File: src/sv/wal_pkg.sv
// ---------------------------------------------------------------------------
// wal_pkg
// Shared types and constants of the antialiased line drawer.
// ---------------------------------------------------------------------------
`default_nettype none
package wal_pkg;
  localparam int WIDTH_DEF  = 256;
  localparam int HEIGHT_DEF = 256;
  localparam logic [1:0] CMD_DRAW  = 2'd0;
  localparam logic [1:0] CMD_READ  = 2'd1;
  localparam logic [1:0] CMD_CLEAR = 2'd2;
  localparam logic [1:0] CMD_NONE  = 2'd3;
  localparam logic [7:0] WHITE = 8'd255;

  typedef struct packed {
    logic [1:0] command;
    logic [7:0] x_start;
    logic [7:0] y_start;
    logic [7:0] x_end;
    logic [7:0] y_end;
    logic [7:0] gray;
  } cmd_t;
endpackage
`default_nettype wire

File: src/sv/wal_front.sv
// ---------------------------------------------------------------------------
// wal_front
// Input stage and two-entry command queue.
// ---------------------------------------------------------------------------
`default_nettype none
module wal_front (
  input  wire logic          clk,
  input  wire logic          rst,
  input  wire logic          in_valid,
  output logic               in_stall,
  input  wire wal_pkg::cmd_t in_cmd,
  output logic               q_valid,
  input  wire logic          q_take,
  output wal_pkg::cmd_t      q_cmd
);
  wal_pkg::cmd_t slot [2];
  logic [1:0] count;
  logic       rp;
  logic       wp;
  logic       push;
  assign in_stall = (count == 2'd2);
  assign push     = in_valid && !in_stall;
  assign q_valid  = (count != 2'd0);
  assign q_cmd    = slot[rp];
  always_ff @(posedge clk) begin
    if (push) slot[wp] <= in_cmd;
    if (rst) begin
      count <= '0;
      rp <= 1'b0;
      wp <= 1'b0;
    end else begin
      if (push) wp <= !wp;
      if (q_take) rp <= !rp;
      count <= count + {1'b0, push} - {1'b0, q_take};
    end
  end
endmodule
`default_nettype wire

File: config.mk
export PLATFORM = sky130hd
export DESIGN_NAME = wal_front
export DESIGN_NICKNAME = d
export VERILOG_FILES = /design/src/sv/wal_pkg.sv /design/src/sv/wal_front.sv
export SDC_FILE = /design/constraint.sdc
export NUM_CORES = 1
export LEC_CHECK = 0
export BUFFER_PORTS_ARGS = -buffer_cell sky130_fd_sc_hd__buf_4
export CAP_MARGIN = 15
export CORE_MARGIN = 8
export CORE_UTILIZATION = 55
export DETAILED_ROUTE_END_ITERATION = 12
export PLACE_DENSITY = 0.89
export SKIP_LAST_GASP = 1
export SYNTH_ARGS = -nofsm -noshare
export SYNTH_HDL_FRONTEND = slang
export SYNTH_SLANG_ARGS = --single-unit
File: constraint.sdc
create_clock -name clk -period 4.45 [get_ports clk]
set_clock_uncertainty 0.15 [all_clocks]
set_input_delay 0.445 -clock clk [delete_from_list [all_inputs] [get_ports clk]]
set_output_delay 0.445 -clock clk [all_outputs]
set_load 0.005 [all_outputs]
== Yosys cells after proc, flatten, opt, wreduce, memory -nomap -nowiden ==
Memory sizes are Yosys's and may differ from the RTL's. A register that Yosys moved wholly into a read port is not among the register bits.
Index checks and enable logic that the tools add are counted.

* Register bits: 4
* RAM bits: 84
* Word-level logic and storage cells: 16
* Memories: 1

* $add $sub $neg: 2
* Equal/unequal tests: 1
* Multiplexer cells: 4
* Reduce and logical (&&, ||, !) cells: 5

{| class="wikitable"
|+ Memories
! name !! depth !! bits a word !! rd ports !! clocked after memory_dff !! write ports !! line !! text
|-
| slot || 2 || 42 || 1 || 1 || 1 || wal_front.sv:16 || <nowiki>wal_pkg::cmd_t slot [2];</nowiki>
|}

{| class="wikitable"
|+ Operator list
! operator !! number
|-
| 1-bit 2-to-1 mux || 4
|-
| 1-bit zero test || 3
|-
| 2-bit by 1-bit adder with 2-bit output || 1
|-
| 2-bit == test, second input constant || 1
|-
| 2-bit nonzero test || 1
|-
| 2-bit by 1-bit subtractor with 2-bit output || 1
|-
| 1-bit logical AND || 1
|}

== Logic depth before layout (Yosys ltp) ==
Gate-level depths: netlist of the first run.

* Word-level depth: 5
* Gate-level depth with buffers: 8
* Depth with buffers taken out: 8

== Worst setup path before layout of the first run ==
No wires, ideal clock.

* Kind: input to register
* Start: input port in_valid
* End: memory slot[0][0] (netlist bit) (enable)
* Data arrival time: 1.667 ns
* Path slack: 2.237 ns
* Stages: 3
* Buffers on the path: 0
* Cells stage by stage: inv_1 -> or3_1 -> inv_1

* Word-level cells in the longest chain between the ends: 3

{| class="wikitable"
|+ RTL lines
! what !! line !! text
|-
| start: declaration || wal_front.sv:9 || <nowiki>input wire logic in_valid,</nowiki>
|-
| 1-bit logical AND || wal_front.sv:22 || <nowiki>assign push = in_valid && !in_stall;</nowiki>
|-
| 1-bit 2-to-1 mux || wal_front.sv:26 || <nowiki>if (push) slot[wp] <= in_cmd;</nowiki>
|-
| 1-bit 2-to-1 mux (not written as such) || wal_front.sv:26 ||
|-
| end: declaration || wal_front.sv:16 ||
|}

No other way between the ends.

==> impl_metrics.py, run 1 <==
metrics = {
    "outcome": {
        "outcome": "finished clean",
    },
    "sta": {
        "slew_headroom_pct": 35.1,
        "rsz0062_at_grt": "false",
        "period_needed_ns": 2.48,
        "min_period_over_period_pct": 55.7,
        "slew_violations": 0,
        "setup_slack_ns": 1.97,
        "finalHoldViolCount": 0,
        "tns_ns": 0,
        "worstMarginPinSlew_ns": 0.974,
        "max_freq_ghz": 0.404,
        "finalSetupViolCount": 0,
    },
    "critical_path": {
        "required_ns": 3.86,
        "crit_type": "register to primary output",
        "critPathArrivalTime_ns": 1.88,
        "crit_path_end_kind": "primary output",
        "r2r_start": "count[0]$_SDFF_PP0_",
        "r2r-end": "slot[0][4]$_DFFE_PP_",
        "worstPathCellList": "mux2_2 -> buf_4",
        "worst_path_max_delay_cell": "dfxtp_2",
        "start_kind": "register",
        "crit_end": "q_cmd[15]",
        "ff2ff_setup_slack_ns": 2.57,
        "max_stage_delay_ns": 0.97,
        "worstRegToRegCells": 5,
        "cp_max_fo": 42,
    },
    "synthesis": {
        "ys_ff_latch": 89,
        "yosysWarnings": 0,
        "syn_nets": 204,
        "synthDistinctLibCells": 19,
        "synth.avg_cell_area_um2": 21.0,
        "syn_inst": 156,
        "syn_area_mm2": 0.00327,
        "ys_seq_area_share_pct": 80.2,
    },
    "cells_and_area": {
        "layout_common_cells": "90 x buf_4, 84 x edfxtp_1, 42 x mux2_2, 9 x clkbuf_8, 4 x dfxtp_1",
        "num_antenna_cells": 0,
        "drive_gt1_share_pct": 59.4,
        "nets": 300,
        "area_growth_syn_to_layout_pct": 29.1,
        "postLayoutCoreUtil_pct": 72.2,
        "instances_no_fill": 331,
        "layout_commonest_cell": "buf_4",
    },
    "grt": {
        "grt_antenna_before_repair": 0,
        "grt-ovfl-total": 0,
        "busiest_layer": "met2",
        "grt_pass1_wl_mm": 9.15,
        "grt_max_degree": 43,
        "met1_usage_pct": 15.0,
        "grt_pass1_vias": 1761,
        "use_met3_pct": 4.17,
        "gr-usage-met2_pct": 24.6,
        "grt.total_usage_pct": 14.3,
    },
    "die": {
        "die-height_um": 93.1,
        "initial_core_util_pct": 55.9,
        "ios": 90,
        "die_w_um": 93.1,
        "dieArea_mm2": 0.00867,
        "core_area_mm2": 0.00585,
        "fp-row-count": 28,
    },
    "cts": {
        "cts_tree": "done",
        "insertion_delay_ns": 0.33,
        "clockBufferDepth": 2,
        "clk_pin_slew_ns": 0.08,
        "cts_root_buf": "clkbuf_8",
        "ctsHoldBuffers": 0,
        "cts.sinks": 89,
        "post_cts_resized": 0,
        "postCtsSetupBuffers": 0,
        "htreeDepth": 3,
        "cts_made_buffers": 9,
    },
    "power": {
        "vdd_drop_max_mv": 0.382,
        "p_leak_nw": 1.60,
        "power.total_mw": 2.07,
        "power.density_mw_per_mm2": 490,
    },
    "drt": {
        "drc": 0,
        "avgViaCountPerCell": 4.99,
        "vias": 1652,
        "drt_pass1_iterations": 4,
        "finalWirelength_mm": 6.06,
        "wire_per_inst_um": 18.3,
        "antenna_left": 0,
        "drt_first_iter_violations": 87,
    },
    "placement": {
        "hpwl_mm": 4.20,
        "port_buffers": 89,
        "place_congestion": 0.695,
        "pre_cts_slack_ns": 2.30,
        "placed_cells": 316,
    },
    "worst_hold_path": {
        "hold_path_startpoint": "in_cmd[26]",
        "holdCritPathClass": "input pin to register",
    },
    "job": {
        "cap_violations": 0,
    },
}
## metrics by stage
step	hold slack [ns]	area, um2
CTS	0.113	4220
finish	0.134	4220
detailed placement	0.334	3990
global placement	0.314	3990
floorplan	0.301	3270
global route	0.113	4220
## report_power, final
part / internal (mW) / total, mW / switching (mW)
Clock: 0.368 / 0.627 / 0.259
Combinational: 0.199 / 0.350 / 0.150
Sequential: 1.05 / 1.09 / 0.0432
## registers in the layout, indices dropped and copies added, names as in the netlist, named ones only
name / count
slot: 84
rp: 1
wp: 1
count: 2
## cell type report
class	instances	area, um2
flip-flops and latches	89	2620
clock inverters	6	108
fillers	376	1630
repair buffers	90	676
well taps	75	93.8
multi-input cells	58	584
inverters	4	15.0
clock buffers	9	124
## logic make-up after synthesis
family          after synthesis  synth area share (%)
compound gates                2                 0.306
buf+inv                       9                  1.99
xor+xnor                      3                 0.803
flops                        89                  80.2
mux                          42                  14.5
simple gates                  9                  1.53
fa+ha+maj                     2                 0.765
## routing by layer
layer  vias up  share of wire, %
met5         -                 0
met4         0               2.3
met3         8               5.8
met2        52                53
met1       803                38
li1        789                 -
## Yosys cell counts
cell type / instances / area, um2
buf_2: 1 / 5.00
or2_2: 1 / 6.26
o21ai_0: 1 / 5.00
xnor2_1: 2 / 17.5
inv_2: 1 / 3.75
buf_6: 4 / 45.0
dfxtp_1: 5 / 100
nand2b_2: 1 / 8.76
edfxtp_1: 84 / 2520
nor2_1: 3 / 11.3
nand2_1: 1 / 3.75
a21oi_1: 1 / 5.00
or3_1: 1 / 6.26
mux2_2: 42 / 473
ha_1: 2 / 25.0
and3_2: 1 / 7.51
inv_1: 3 / 11.3
xor2_1: 1 / 8.76
nor2b_1: 1 / 6.26
## worst max-delay path: cells and delay by family, from the launching register on
kind                   cells  cell delay, ns
muxes                      1            0.43
buffers and inverters      1            0.14
DFF                        1            0.97
## worst min-delay path by stage
| stage | depth (start not counted) | end |
|---|---|---|
| after global placement | 2 | wp$_SDFFE_PP0P_ |
| after global routing | 1 | slot[1][26]$_DFFE_PP_ |
| after floorplan | 2 | wp$_SDFFE_PP0P_ |
| after detailed placement | 2 | wp$_SDFFE_PP0P_ |
| final | 1 | slot[0][26]$_DFFE_PP_ |
| after CTS | 1 | slot[0][26]$_DFFE_PP_ |
No activity file was read; power rests on OpenSTA's default activity.
==> run 2: changes to the inputs <==
Settings changed: CORE_UTILIZATION 55 to 51, PLACE_DENSITY 0.89 to 0.84.
Clock period 4.45 ns to 2.6 ns, I/O delays scaled along.
==> impl_metrics.py, run 2 (synthesized netlist as in run 1, its figures left out) <==
metrics = {
    "outcome": {
        "outcome": "finished clean",
    },
    "cts": {
        "post_cts_resized": 0,
        "htreeDepth": 3,
        "postCtsSetupBuffers": 0,
        "insertion_delay_ns": 0.34,
        "clk_pin_slew_ns": 0.08,
        "cts_tree": "done",
        "clockBufferDepth": 2,
        "cts_root_buf": "clkbuf_8",
        "cts.sinks": 89,
        "ctsHoldBuffers": 43,
        "cts_made_buffers": 9,
    },
    "die": {
        "dieArea_mm2": 0.00923,
        "core_area_mm2": 0.00628,
        "ios": 90,
        "die_w_um": 96.1,
        "die-height_um": 96.1,
        "fp-row-count": 29,
        "initial_core_util_pct": 52.1,
    },
    "worst_hold_path": {
        "holdCritPathClass": "input pin to register",
        "hold_path_startpoint": "q_take",
    },
    "critical_path": {
        "r2r_start": "count[0]$_SDFF_PP0_",
        "critPathArrivalTime_ns": 1.75,
        "required_ns": 2.19,
        "start_kind": "register",
        "crit_type": "register to primary output",
        "cp_max_fo": 25,
        "crit_path_end_kind": "primary output",
    },
    "power": {
        "p_leak_nw": 1.81,
        "power.density_mw_per_mm2": 793,
        "vdd_drop_max_mv": 0.534,
    },
    "drt": {
        "drc": 0,
        "antenna_left": 0,
        "finalWirelength_mm": 6.83,
        "wire_per_inst_um": 18.0,
        "vias": 1860,
        "drt_pass1_iterations": 4,
        "drt_first_iter_violations": 61,
        "avgViaCountPerCell": 4.91,
    },
    "cells_and_area": {
        "area_growth_syn_to_layout_pct": 44.8,
        "drive_gt1_share_pct": 50.7,
        "layout_common_cells": "89 x buf_4, 84 x edfxtp_1, 43 x dlygate4sd3_1, 42 x mux2_2, 9 x clkbuf_8",
        "num_antenna_cells": 0,
        "regMostFlops": "slot",
        "largest_reg_flops": 84,
        "layout_commonest_cell": "buf_4",
        "reg_top3": "slot (84), count (2)",
        "nets": 345,
    },
    "grt": {
        "gr-usage-met2_pct": 26.8,
        "grt_max_degree": 43,
        "grt_antenna_before_repair": 0,
        "grt_pass1_vias": 2102,
        "grt-ovfl-total": 0,
        "use_met3_pct": 5.30,
        "busiest_layer": "met2",
        "grt_pass1_wl_mm": 10.3,
        "met1_usage_pct": 16.0,
        "grt.total_usage_pct": 15.3,
    },
    "placement": {
        "port_buffers": 89,
        "hpwl_mm": 4.14,
        "place_congestion": 0.667,
    },
    "sta": {
        "tns_ns": 0,
        "period_needed_ns": 2.16,
        "min_period_over_period_pct": 82.9,
        "finalSetupViolCount": 0,
        "whs_ns": 0.0493,
        "max_freq_ghz": 0.464,
        "finalHoldViolCount": 0,
        "slew_headroom_pct": 68.5,
        "worstMarginPinSlew_ns": 0.473,
        "rsz0062_at_grt": "false",
        "slew_violations": 0,
    },
    "job": {
        "cap_violations": 0,
    },
}
run 2: changes by cell type in the layout (fill, tap and decap cells not counted), sizes merged:
cell | previous run | this run
buf | 90 | 92
dlygate4sd3 | 0 | 43
clkinv | 3 | 1
bufinv | 3 | 4
clkbuf | 9 | 11
run 2: layout make-up:
cell class	instances	area, um2
Sequential cell	89	2620
Fill cell	384	1540
Timing Repair Buffer	135	1160
Multi-Input combinational cell	58	584
Clock buffer	11	131
Clock inverter	5	128
Tap cell	77	96.3
Inverter	4	15.0
run 2: final timing paths:
| kind | end | slack [ns] | depth (start not counted) |
|---|---|---|---|
| setup / recovery | q_cmd[21] | 0.44 | 3 |
| hold / removal | register | 0.05 | 3 |
| setup reg to reg | slot[1][30]$_DFFE_PP_ | 0.89 | 3 |
| hold reg to reg | wp$_SDFFE_PP0P_ | 0.37 | 2 |
run 2: power by group:
part	switching [mW]	internal, mW	total (mW)
Sequential	0.0622	1.79	1.85
Clock	0.451	0.736	1.19
Combinational	0.304	0.409	0.713
Total	0.817	2.94	3.75
run 2: critical path, stage by stage, from the launching register on:
cell	delay, ns
dfxtp_2	0.63
buf_12	0.25
mux2_2	0.37
buf_4	0.14
run 2: metrics by stage:
stage / total power, mW / instance area [um2] / setup WS, ns / instances / util, %
floorplan: 2.18 / 3270 / 0.407 / 156 / -
detailed placement: 2.55 / 4050 / 0.814 / 320 / 64.5
finish: 3.75 / 4740 / 0.445 / 379 / 75.5
global route: 3.90 / 4740 / 0.347 / 379 / 75.5
global placement: 2.52 / 4050 / 0.843 / 320 / 64.5
CTS: 3.79 / 4740 / 0.414 / 379 / 75.5
run 2: layer usage:
metal  vias to the layer above  share of wire, %
li1                        881                 -
met1                       916                38
met2                        52                53
met3                        11               7.4
met4                         0               1.8
met5                         -                 0
